## src/sv/pvc_pkg.sv

```systemverilog
`timescale 1ns / 1ps
package pvc_pkg;
    localparam int MAX_LEN = 64;
    localparam int IDX_W = $clog2(MAX_LEN);
    localparam int LEN_W = IDX_W + 1;
    localparam logic [7:0] CH_TILDE = 8'h7E;
    localparam logic [7:0] CH_COLON = 8'h3A;
    localparam logic [7:0] CH_DASH  = 8'h2D;
    localparam logic [7:0] CH_ZERO  = 8'h30;
    localparam logic [1:0] ORD_LT = 2'b11;
    localparam logic [1:0] ORD_EQ = 2'b00;
    localparam logic [1:0] ORD_GT = 2'b01;

    typedef logic [9:0] rank_t;

    function automatic logic is_digit(input logic [7:0] c);
        return (c >= 8'h30) && (c <= 8'h39);
    endfunction

    // tilde lowest, end of run next (rank 1), letters, then the rest
    function automatic rank_t rank_of(input logic [7:0] c);
        if (c == CH_TILDE) return 10'd0;
        if ((c >= 8'h41 && c <= 8'h5A) || (c >= 8'h61 && c <= 8'h7A))
            return {2'b00, c};
        return {2'b01, c};
    endfunction
endpackage

```

## src/sv/package_version_comparator_unit.sv

```systemverilog
`timescale 1ns / 1ps
// Package version comparator.
// Slave channel: one word per cycle while tready is high, tdata =
// {char_valid, ch}, tuser = which_string (0 = A, 1 = B), tlast ends
// that string. Words for a string already ended are dropped while the
// other string is open. Characters past MAX_LEN are dropped and flagged
// in the result. Once both strings end, s_axis_tready falls and a
// sequencer scans the buffers with one shared compare unit. Each step
// reads one registered buffer entry per string, waits for the read, then
// compares. Splitting scans each string for its colon and then its last
// dash before the runs are compared. No new string is taken until the
// result has been sent.
// Master channel: tdata = {too_long, order}, order signed 2 bits. The result
// waits in the output register until taken; the block then clears its
// lengths and flags and raises tready again in the next cycle.
// Reset (synchronous, active low) empties both strings; buffer contents are
// not cleared.
module package_version_comparator_unit (
    input  logic       aclk,
    input  logic       aresetn,
    input  logic       s_axis_tvalid,
    output logic       s_axis_tready,
    input  logic [15:0] s_axis_tdata,  // [7:0] ch, [8] char_valid
    input  logic       s_axis_tuser,   // [0] which_string
    input  logic       s_axis_tlast,   // last
    output logic       m_axis_tvalid,
    input  logic       m_axis_tready,
    output logic [7:0] m_axis_tdata    // [1:0] order, [2] too_long
);
    import pvc_pkg::*;

    typedef enum logic [3:0] {
        S_LOAD, S_SPLIT_A, S_SPLIT_B, S_PART, S_NONDIG, S_ZERO,
        S_CNT, S_DIGCMP, S_OUT
    } state_t;

    logic [7:0] buf_a [MAX_LEN];
    logic [7:0] buf_b [MAX_LEN];

    state_t state_reg;
    logic [LEN_W-1:0] len_a_reg, len_b_reg;
    logic done_a_reg, done_b_reg, ovf_reg;
    // split bounds: epoch end, upstream start, dash position per string
    logic [LEN_W-1:0] ea_reg, ra_reg, da_reg, eb_reg, rb_reg, db_reg;
    logic [LEN_W-1:0] k_reg;       // split scan index
    logic [1:0] phase_reg;         // split sub-phase
    logic digits_reg;
    logic [1:0] part_reg;
    logic [LEN_W-1:0] ai_reg, ae_reg, bi_reg, be_reg;
    logic [LEN_W-1:0] cnta_reg, cntb_reg;
    logic [1:0] order_reg;
    logic rd_ok_reg;               // buffer read data matches the pointers

    logic sel;
    logic [7:0] chv;
    assign sel = s_axis_tuser;
    assign chv = s_axis_tdata[7:0];
    assign s_axis_tready = (state_reg == S_LOAD);
    assign m_axis_tvalid = (state_reg == S_OUT);
    assign m_axis_tdata = {5'd0, ovf_reg, order_reg};

    logic acc;
    logic sel_done;
    assign acc = s_axis_tvalid && s_axis_tready;
    assign sel_done = sel ? done_b_reg : done_a_reg;

    // shared unit address: one character from each buffer per step
    logic [LEN_W-1:0] pa, pb;
    logic [7:0] ca_reg, cb_reg;
    logic ha, hb;
    always_comb begin
        pa = ai_reg + cnta_reg;
        pb = bi_reg + cntb_reg;
        if (state_reg == S_SPLIT_A) pa = k_reg;
        if (state_reg == S_SPLIT_B) pb = k_reg;
        if (state_reg == S_DIGCMP) begin
            pa = ai_reg;
            pb = bi_reg;
        end
    end

    // memory write at load, registered read for the sequencer
    always_ff @(posedge aclk) begin
        ca_reg <= buf_a[pa[IDX_W-1:0]];
        cb_reg <= buf_b[pb[IDX_W-1:0]];
        if (acc && !sel_done && s_axis_tdata[8]) begin
            if (!sel && len_a_reg < LEN_W'(MAX_LEN)) buf_a[len_a_reg[IDX_W-1:0]] <= chv;
            if (sel && len_b_reg < LEN_W'(MAX_LEN)) buf_b[len_b_reg[IDX_W-1:0]] <= chv;
        end
    end

    logic need_rd;
    assign need_rd = (state_reg != S_LOAD) && (state_reg != S_PART) &&
                     (state_reg != S_OUT);

    logic [LEN_W-1:0] slen;
    logic [7:0] sc;
    assign slen = (state_reg == S_SPLIT_A) ? len_a_reg : len_b_reg;
    assign sc = (state_reg == S_SPLIT_A) ? ca_reg : cb_reg;

    rank_t rka, rkb;
    always_comb begin
        ha = (ai_reg < ae_reg) && !is_digit(ca_reg);
        hb = (bi_reg < be_reg) && !is_digit(cb_reg);
        rka = ha ? rank_of(ca_reg) : 10'd1;
        rkb = hb ? rank_of(cb_reg) : 10'd1;
    end

    always_ff @(posedge aclk) begin
        if (!aresetn) begin
            state_reg <= S_LOAD;
            len_a_reg <= '0; len_b_reg <= '0;
            done_a_reg <= 1'b0; done_b_reg <= 1'b0; ovf_reg <= 1'b0;
            rd_ok_reg <= 1'b0;
        end else if (need_rd && !rd_ok_reg) begin
            // wait for the registered buffer read
            rd_ok_reg <= 1'b1;
        end else begin
            rd_ok_reg <= 1'b0;
            unique case (state_reg)
                S_LOAD: begin
                    // take a word into the selected buffer
                    if (acc && !sel_done) begin
                        if (s_axis_tdata[8]) begin
                            if (!sel) begin
                                if (len_a_reg < LEN_W'(MAX_LEN)) len_a_reg <= len_a_reg + 1'b1;
                                else ovf_reg <= 1'b1;
                            end else begin
                                if (len_b_reg < LEN_W'(MAX_LEN)) len_b_reg <= len_b_reg + 1'b1;
                                else ovf_reg <= 1'b1;
                            end
                        end
                        if (s_axis_tlast) begin
                            if (!sel) done_a_reg <= 1'b1; else done_b_reg <= 1'b1;
                            if ((sel ? done_a_reg : done_b_reg)) begin
                                state_reg <= S_SPLIT_A;
                                k_reg <= '0; phase_reg <= 2'd0;
                                digits_reg <= 1'b1;
                            end
                        end
                    end
                end
                S_SPLIT_A, S_SPLIT_B: begin
                    // phase 0: find colon, phase 1: find last dash
                    if (phase_reg == 2'd0) begin
                        if (k_reg >= slen || sc == CH_COLON) begin
                            if (k_reg < slen && k_reg != '0 && digits_reg) begin
                                if (state_reg == S_SPLIT_A) begin
                                    ea_reg <= k_reg; ra_reg <= k_reg + 1'b1;
                                end else begin
                                    eb_reg <= k_reg; rb_reg <= k_reg + 1'b1;
                                end
                                k_reg <= k_reg + 1'b1;
                            end else begin
                                if (state_reg == S_SPLIT_A) begin
                                    ea_reg <= '0; ra_reg <= '0;
                                end else begin
                                    eb_reg <= '0; rb_reg <= '0;
                                end
                                k_reg <= '0;
                            end
                            if (state_reg == S_SPLIT_A) da_reg <= len_a_reg;
                            else db_reg <= len_b_reg;
                            phase_reg <= 2'd1;
                        end else begin
                            if (!is_digit(sc)) digits_reg <= 1'b0;
                            k_reg <= k_reg + 1'b1;
                        end
                    end else begin
                        if (k_reg >= slen) begin
                            k_reg <= '0; phase_reg <= 2'd0; digits_reg <= 1'b1;
                            if (state_reg == S_SPLIT_A) state_reg <= S_SPLIT_B;
                            else begin
                                state_reg <= S_PART; part_reg <= 2'd0;
                            end
                        end else begin
                            if (sc == CH_DASH) begin
                                if (state_reg == S_SPLIT_A) da_reg <= k_reg;
                                else db_reg <= k_reg;
                            end
                            k_reg <= k_reg + 1'b1;
                        end
                    end
                end
                S_PART: begin
                    // load bounds of the next part or finish equal
                    cnta_reg <= '0; cntb_reg <= '0;
                    unique case (part_reg)
                        2'd0: begin
                            ai_reg <= '0; ae_reg <= ea_reg;
                            bi_reg <= '0; be_reg <= eb_reg;
                            state_reg <= S_NONDIG;
                        end
                        2'd1: begin
                            ai_reg <= ra_reg; ae_reg <= da_reg;
                            bi_reg <= rb_reg; be_reg <= db_reg;
                            state_reg <= S_NONDIG;
                        end
                        2'd2: begin
                            ai_reg <= (da_reg < len_a_reg) ? da_reg + 1'b1 : len_a_reg;
                            ae_reg <= len_a_reg;
                            bi_reg <= (db_reg < len_b_reg) ? db_reg + 1'b1 : len_b_reg;
                            be_reg <= len_b_reg;
                            state_reg <= S_NONDIG;
                        end
                        default: begin
                            order_reg <= ORD_EQ;
                            state_reg <= S_OUT;
                        end
                    endcase
                    part_reg <= part_reg + 1'b1;
                end
                S_NONDIG: begin
                    // compare non-digit run a character pair at a time
                    if (ai_reg >= ae_reg && bi_reg >= be_reg) begin
                        state_reg <= S_PART;
                    end else if (!ha && !hb) begin
                        state_reg <= S_ZERO;
                    end else if (rka != rkb) begin
                        order_reg <= (rka < rkb) ? ORD_LT : ORD_GT;
                        state_reg <= S_OUT;
                    end else begin
                        if (ha) ai_reg <= ai_reg + 1'b1;
                        if (hb) bi_reg <= bi_reg + 1'b1;
                    end
                end
                S_ZERO: begin
                    // skip leading zeros on both sides
                    logic za, zb;
                    za = (ai_reg < ae_reg) && ca_reg == CH_ZERO;
                    zb = (bi_reg < be_reg) && cb_reg == CH_ZERO;
                    if (za) ai_reg <= ai_reg + 1'b1;
                    if (zb) bi_reg <= bi_reg + 1'b1;
                    if (!za && !zb) state_reg <= S_CNT;
                end
                S_CNT: begin
                    // measure digit run lengths
                    logic ga, gb;
                    ga = (pa < ae_reg) && is_digit(ca_reg);
                    gb = (pb < be_reg) && is_digit(cb_reg);
                    if (ga) cnta_reg <= cnta_reg + 1'b1;
                    if (gb) cntb_reg <= cntb_reg + 1'b1;
                    if (!ga && !gb) begin
                        if (cnta_reg != cntb_reg) begin
                            order_reg <= (cnta_reg < cntb_reg) ? ORD_LT : ORD_GT;
                            state_reg <= S_OUT;
                        end else state_reg <= S_DIGCMP;
                    end
                end
                S_DIGCMP: begin
                    // equal lengths: compare digit by digit
                    if (cnta_reg == '0) begin
                        state_reg <= (ai_reg >= ae_reg && bi_reg >= be_reg) ? S_PART : S_NONDIG;
                    end else if (ca_reg != cb_reg) begin
                        order_reg <= (ca_reg < cb_reg) ? ORD_LT : ORD_GT;
                        state_reg <= S_OUT;
                    end else begin
                        ai_reg <= ai_reg + 1'b1; bi_reg <= bi_reg + 1'b1;
                        cnta_reg <= cnta_reg - 1'b1; cntb_reg <= cntb_reg - 1'b1;
                    end
                end
                S_OUT: begin
                    // hold result until taken, then clear
                    if (m_axis_tready) begin
                        state_reg <= S_LOAD;
                        len_a_reg <= '0; len_b_reg <= '0;
                        done_a_reg <= 1'b0; done_b_reg <= 1'b0; ovf_reg <= 1'b0;
                    end
                end
                default: state_reg <= S_LOAD;
            endcase
        end
    end

    // lengths stay in range, the result word is well formed and held
    a_len: assert property (@(posedge aclk) disable iff (!aresetn)
        len_a_reg <= LEN_W'(MAX_LEN) && len_b_reg <= LEN_W'(MAX_LEN)) else $error("len");
    a_out: assert property (@(posedge aclk) disable iff (!aresetn)
        m_axis_tvalid |-> done_a_reg && done_b_reg) else $error("out");
    a_ord: assert property (@(posedge aclk) disable iff (!aresetn)
        m_axis_tvalid |-> order_reg != 2'b10) else $error("ord");
    a_hold: assert property (@(posedge aclk) disable iff (!aresetn)
        m_axis_tvalid && !m_axis_tready |=> $stable(m_axis_tdata)) else $error("hold");
endmodule

```

## config.mk

```make
export PLATFORM = sky130hd
export DESIGN_NAME = package_version_comparator_unit
export DESIGN_NICKNAME = d
export VERILOG_FILES = /design/src/sv/pvc_pkg.sv /design/src/sv/package_version_comparator_unit.sv
export SDC_FILE = /design/constraint.sdc
export NUM_CORES = 2
export LEC_CHECK = 0
export BUFFER_PORTS_ARGS = -buffer_cell sky130_fd_sc_hd__buf_2
export CAP_MARGIN = 30
export CORE_AREA = 2 2 216 378
export DETAILED_ROUTE_END_ITERATION = 12
export DIE_AREA = 0 0 218 380
export GPL_ROUTABILITY_DRIVEN = 0
export HOLD_SLACK_MARGIN = 0.02
export PLACE_DENSITY = 0.82
export RECOVER_POWER = 100
export SYNTH_ARGS = -nofsm -noshare
export SYNTH_HDL_FRONTEND = slang
export SYNTH_SLANG_ARGS = --single-unit
export TNS_END_PERCENT = 20
```

## constraint.sdc

```tcl
create_clock -name aclk -period 5.3 [get_ports aclk]
set_clock_uncertainty 0.2 [all_clocks]
set_input_delay 0 -clock aclk [delete_from_list [all_inputs] [get_ports aclk]]
set_output_delay 0 -clock aclk [all_outputs]
set_load 0.02 [all_outputs]
```

Word-level counts from Yosys, hierarchy flattened
Memory sizes are Yosys's and may differ from the RTL's. A register that Yosys moved wholly into a read port is not among the register bits.
Index checks and enable logic that the tools add are counted.
W data, S select, Z words.
{"block": "word_totals", "regBits": 120, "latchBits": 0, "ramBits": 1024, "mem_bits_ro": 0, "input_bits": 22, "output_inout_bits": 10, "word_cells": 373, "memories": 2}
{"name": "buf_a", "words": 64, "width": 8, "rd": 1, "rd_clocked_by_memory_dff": 1, "write_ports": 1, "line_no": "package_version_comparator_unit.sv:37", "source": "logic [7:0] buf_a [MAX_LEN];"}
{"name": "buf_b", "words": 64, "width": 8, "rd": 1, "rd_clocked_by_memory_dff": 1, "write_ports": 1, "line_no": "package_version_comparator_unit.sv:38", "source": "logic [7:0] buf_b [MAX_LEN];"}
{"block": "classes", "addsub": 14, "mul": 0, "div_mod_pow": 0, "magnitude_cmp": 29, "n_eq_ne": 61, "n_shift": 0, "muxes": 164, "n_bitwise": 2, "reduce_logical": 77}
{"operator": "$mux W7", "n": 63}
{"operator": "$pmux W7 S3", "n": 6}
{"operator": "$mux W10", "n": 10}
{"operator": "$add A7 B1 Y7 const B", "n": 9}
{"operator": "$mux W4", "n": 15}
{"operator": "$lt A7 B7 Y1", "n": 8}
{"operator": "$pmux W7 S4", "n": 2}
{"operator": "$reduce_and A6 Y1", "n": 8}
{"operator": "$reduce_and A11 Y1", "n": 4}
{"operator": "$ne A2 B2 Y1 const B", "n": 21}
{"operator": "$pmux W7 S2", "n": 3}
{"operator": "$mux W2", "n": 20}
{"operator": "$mux W1", "n": 35}
{"operator": "$reduce_and A7 Y1", "n": 5}
{"operator": "$eq A8 B6 Y1 const B", "n": 4}
{"operator": "$ge A8 B7 Y1 const B", "n": 4}
{"operator": "$le A8 B7 Y1 const B", "n": 4}
{"operator": "$pmux W4 S8", "n": 1}
{"operator": "$logic_and A1 B1 Y1", "n": 27}
{"operator": "$ge A8 B6 Y1 const B", "n": 3}
{"operator": "$le A8 B6 Y1 const B", "n": 3}
{"operator": "$ge A7 B7 Y1", "n": 3}
{"operator": "$ne A2 B1 Y1 const B", "n": 10}
{"operator": "$ne A3 B3 Y1 const B", "n": 6}
{"operator": "39 further kinds", "n": 73}

Logic depth before layout (Yosys ltp)
{"block": "logic_depth", "depth_word": 14, "depth_mapped": 20, "depth_no_buf": 20}

Worst setup path after synthesis
No wires, ideal clock.
{"block": "synth_timing", "path_type": "reg2reg", "start": "reg bi_reg[4]", "end": "reg order_reg[1], data pin", "setup_ns": 0.195, "arrival_ns": 3.636, "required_ns": 4.905, "slack_ns": 1.269, "stages_incl_launch_ff": 18, "n_path_buf": 0, "synth_period_minus_slack_ns": 4.031, "path_cell_list": "edfxtp_1 -> ha_1 -> a21o_1 -> a21o_1 -> a21o_1 -> or3_1 -> a21oi_1 -> nand2_1 -> ha_1 -> nor2b_1 -> o21a_1 -> o21a_1 -> o21a_1 -> o21ai_0 -> nand2b_1 -> a21oi_1 -> o21ai_0 -> o311ai_0"}
{"block": "synth_between", "elab_chain_len": 9}
{"element": "start: declaration", "line_no": "package_version_comparator_unit.sv:49", "source": "logic [LEN_W-1:0] ai_reg, ae_reg, bi_reg, be_reg;"}
{"element": "start signal: assignment", "line_no": "package_version_comparator_unit.sv:196", "source": "bi_reg <= rb_reg; be_reg <= db_reg;"}
{"element": "start signal: assignment", "line_no": "package_version_comparator_unit.sv:202", "source": "bi_reg <= (db_reg < len_b_reg) ? db_reg + 1'b1 : len_b_reg;"}
{"element": "start signal: assignment", "line_no": "package_version_comparator_unit.sv:224", "source": "if (hb) bi_reg <= bi_reg + 1'b1;"}
{"element": "$lt A7 B7 Y1", "line_no": "package_version_comparator_unit.sv:104", "source": "hb = (bi_reg < be_reg) && !is_digit(cb_reg);"}
{"element": "$logic_and A1 B1 Y1", "line_no": "package_version_comparator_unit.sv:104"}
{"element": "$mux W10", "line_no": "package_version_comparator_unit.sv:106", "source": "rkb = hb ? rank_of(cb_reg) : 10'd1;"}
{"element": "$lt A10 B10 Y1", "line_no": "package_version_comparator_unit.sv:220", "source": "order_reg <= (rka < rkb) ? ORD_LT : ORD_GT;"}
{"element": "$mux W2", "line_no": "package_version_comparator_unit.sv:220"}
{"element": "$mux W2", "line_no": "package_version_comparator_unit.sv:219", "source": "end else if (rka != rkb) begin"}
{"element": "$mux W2", "line_no": "package_version_comparator_unit.sv:217", "source": "end else if (!ha && !hb) begin"}
{"element": "$mux W2", "line_no": "package_version_comparator_unit.sv:215", "source": "if (ai_reg >= ae_reg && bi_reg >= be_reg) begin"}
{"element": "$pmux W2 S4", "line_no": "package_version_comparator_unit.sv:120", "source": "unique case (state_reg)"}
{"element": "end signal: assignment", "line_no": "package_version_comparator_unit.sv:220"}
{"element": "end signal: assignment", "line_no": "package_version_comparator_unit.sv:245", "source": "order_reg <= (cnta_reg < cntb_reg) ? ORD_LT : ORD_GT;"}
{"element": "end signal: assignment", "line_no": "package_version_comparator_unit.sv:255", "source": "order_reg <= (ca_reg < cb_reg) ? ORD_LT : ORD_GT;"}
{"element": "end: declaration", "line_no": "package_version_comparator_unit.sv:51", "source": "logic [1:0] order_reg;"}
Every way passes these cells. The select of a mux whose other input is x is not followed.
A chain may end at the register's enable or synchronous reset.

Worst setup path in the final report
{"block": "layout_timing", "start": "reg state_reg[0]", "end": "reg ca_reg[4], read port of buf_a"}
{"block": "layout_between", "elab_chain_len": 3, "elab_cells_between_ends": 4, "classes_between": "eq/ne (2); mux (2)"}
{"element": "start: declaration", "line_no": "package_version_comparator_unit.sv:40", "source": "state_t state_reg;"}
{"element": "start signal: assignment", "line_no": "package_version_comparator_unit.sv:253", "source": "state_reg <= (ai_reg >= ae_reg && bi_reg >= be_reg) ? S_PART : S_NONDIG;"}
{"element": "$eq A4 B1 Y1", "line_no": "package_version_comparator_unit.sv:74", "source": "if (state_reg == S_SPLIT_A) pa = k_reg;"}
{"element": "$mux W7", "line_no": "package_version_comparator_unit.sv:74"}
{"element": "$mux W7 *", "line_no": "package_version_comparator_unit.sv:76", "source": "if (state_reg == S_DIGCMP) begin"}
{"element": "end: declaration", "line_no": "package_version_comparator_unit.sv:69", "source": "logic [7:0] ca_reg, cb_reg;"}
Mark *: on every way between the ends. The rest lies on a longest branch, timed or not.

==> out/qor.yml <==
status:
  outcome: "finished, violations left"
  violations: "max-capacitance violations, max-slew violations"
die:
  boundaryPins: 32
  start_util: 0.626
  core_um2: 79500
  rows: 137
  dieArea_um2: 82800
  die_w_um: 218
  die_y_um: 380
global_routing:
  grt_pass1_wl_um: 204000
  antenna_found_initial: 11
  overflow: 0
  grtUsageTotal: 0.338
  grt_max_degree: 108
  first_global_vias: 31800
power:
  vdd_drop_max_mv: 0.442
  p_leak_nw: 18.1
  p_switching_mw: 8.19
  total_power_mw: 24.6
  swShare: 0.333
  p_per_area_nw_per_um2: 456
  pwr-share-seq: 0.432
  clkPwrFrac: 0.288
  p_comb_frac: 0.281
  p_int_mw: 16.4
timing:
  hold_viol_final: 0
  fin_crit_ns: 4.99
  rsz0062_at_grt: "false"
  setup_viol: 0
  setup_tns_ns: 0
  fmax_mhz: 200
  worst_pin_slew_ns: 4.16
  fin_crit_sh: 0.941
  fin_ws_ns: 0.311
  drv_slew: 939
  maxSlewHeadroom: -1.78
drt:
  drc: 0
  wl_per_cell_um: 30.3
  dr.pass1.iters: 7
  avgViaCountPerCell: 7.03
  routed_wl_um: 138000
  route.vias.total: 32100
  drt_first_iter_violations: 5256
  final_antenna_net_count: 0
cts:
  tritoncts: "built"
  clock-root-buffer: "clkbuf_16"
  post_cts_resized: 0
  cts.clk_slew.worst_paths_ns: 0.08
  h-tree-depth: 3
  postCtsSetupRepairBufs: 0
  cts-buffers-inserted: 91
  clock-sinks: 1159
  clockBufferDepth: 3
  insertion_delay_ns: 0.71
yosys:
  ys.flop_type: "edfxtp_1"
  synth_cell_types: 79
  synth.avg_cell_area_um2: 14.5
  syn-cell-area_um2: 49800
  synth_edf_count: 1121
  async_flop_share: 0
  yosysSeqAreaShare: 0.691
  ys_warn_count: 0
  ys_ff_latch: 1159
  synthesis.instances: 3443
finish:
  final_util: 0.679
  final_cells: 4571
  finalNetCount: 3581
  final_cell_mix: "edfxtp_1 (1,121), nand2_1 (519), nor2_1 (250), nand3_1 (163), a21oi_1 (151)"
  final_common_cell: "edfxtp_1"
  area_growth_pct: 8.33
  drive_gt1_frac: 0.0998
setup_path:
  arrival_ns: 5.38
  required_ns: 5.69
  start_kind: "flop"
  crit_path_max_fanout: 41
  crit_type: "reg2reg"
  cp-end-kind: "flop"
placed_design:
  io_buffers: 19
  pre_cts_ws_ns: 0.694
  dp_cells: 4383
  place_hpwl_um: 77500
hold_path:
  hold_class: "in2reg"
flow_run:
  cap_violations: 15
## power by group through the flow
stage	Combinational (mW)	Clock, mW	Sequential, mW
finish	6.91	7.08	10.6
detailed placement	6.44	0	10.8
CTS	6.65	6.99	10.6
global placement	6.27	0	10.8
floorplan	4.37	0	10.6
global route	7.19	7.30	10.6
## cell usage after synthesis, drive strengths merged (75+ instances only)
| master | n | area [um^2] |
|---|---|---|
| clkbuf | 79 | 298 |
| nor2 | 251 | 945 |
| ha | 103 | 1290 |
| mux2i | 87 | 871 |
| edfxtp | 1121 | 33700 |
| nand2 | 519 | 1950 |
| inv | 75 | 282 |
| buf | 99 | 604 |
| mux4 | 142 | 3200 |
| a21oi | 152 | 772 |
| nand3 | 163 | 816 |
| o21ai | 122 | 622 |
## per-layer routing
layer	part of all wire	global-route usage	routed length, um
met1	0.30	0.393	41600
met2	0.49	0.555	67900
met3	0.12	0.0722	16100
met4	0.092	0.241	12700
met5	0.00082	0	113
## worst paths after layout
kind	startpoint	endpoint	slack, ns	cells after the start
max	state_reg[0]$_SDFFE_PN0P_	ca_reg[4]$_DFF_P_	0.31	10
min	aresetn	state_reg[0]$_SDFFE_PN0P_	0.11	3
min reg2reg	rb_reg[6]$_DFFE_PP_	bi_reg[6]$_DFFE_PP_	0.33	2
max reg2reg	state_reg[0]$_SDFFE_PN0P_	ca_reg[4]$_DFF_P_	0.31	10
## timing repair
action                                  CTS  global route
endpoints found under the setup margin    0             0
hold buffers                             17             0
endpoints found under the hold margin   538             0
## logic make-up (layout without fill, tap and decap cells)
| logic type | count (synthesis) | count (layout) | share of synthesized area |
|---|---|---|---|
| AO/OA/AOI/OAI | 523 | 523 | 0.0679 |
| XOR/XNOR | 49 | 49 | 0.00861 |
| adder cells (fa/ha/maj) | 107 | 107 | 0.0275 |
| buffers and inverters | 258 | 337 | 0.0241 |
| flip-flops | 1159 | 1159 | 0.691 |
| multiplexers | 232 | 232 | 0.0824 |
| other | 1 | 8 | 0.0000753 |
| AND/OR/NAND/NOR | 1114 | 1114 | 0.0984 |
## cell type report
type	instances	area [um^2]
Sequential cell	1159	34400
Fill cell	4874	25600
Multi-Input combinational cell	2030	14200
Clock buffer	107	2400
Tap cell	1042	1300
Timing Repair Buffer	90	743
Clock inverter	60	566
Inverter	80	300
Antenna cell	3	7.51
## worst max-delay path, stage by stage, from the launching register on
cell	delay, ns
dfxtp_1	0.56
clkbuf_1	0.44
or4b_4	0.69
o21ai_0	0.17
o21ai_1	0.13
o21ai_2	0.32
buf_12	0.39
mux4_2	0.64
a221oi_1	0.58
o21ai_0	0.40
and3_1	0.31
## through the flow
stage / instance area (um^2) / hold slack [ns]
2_1_floorplan: 49800 / -0.101
3_3_place_gp: 50900 / 0.152
3_5_place_dp: 50900 / 0.156
4_1_cts: 54100 / 0.0465
5_1_grt: 54000 / 0.0865
6_report: 54000 / 0.114
Power figures use the tool's default switching activity.
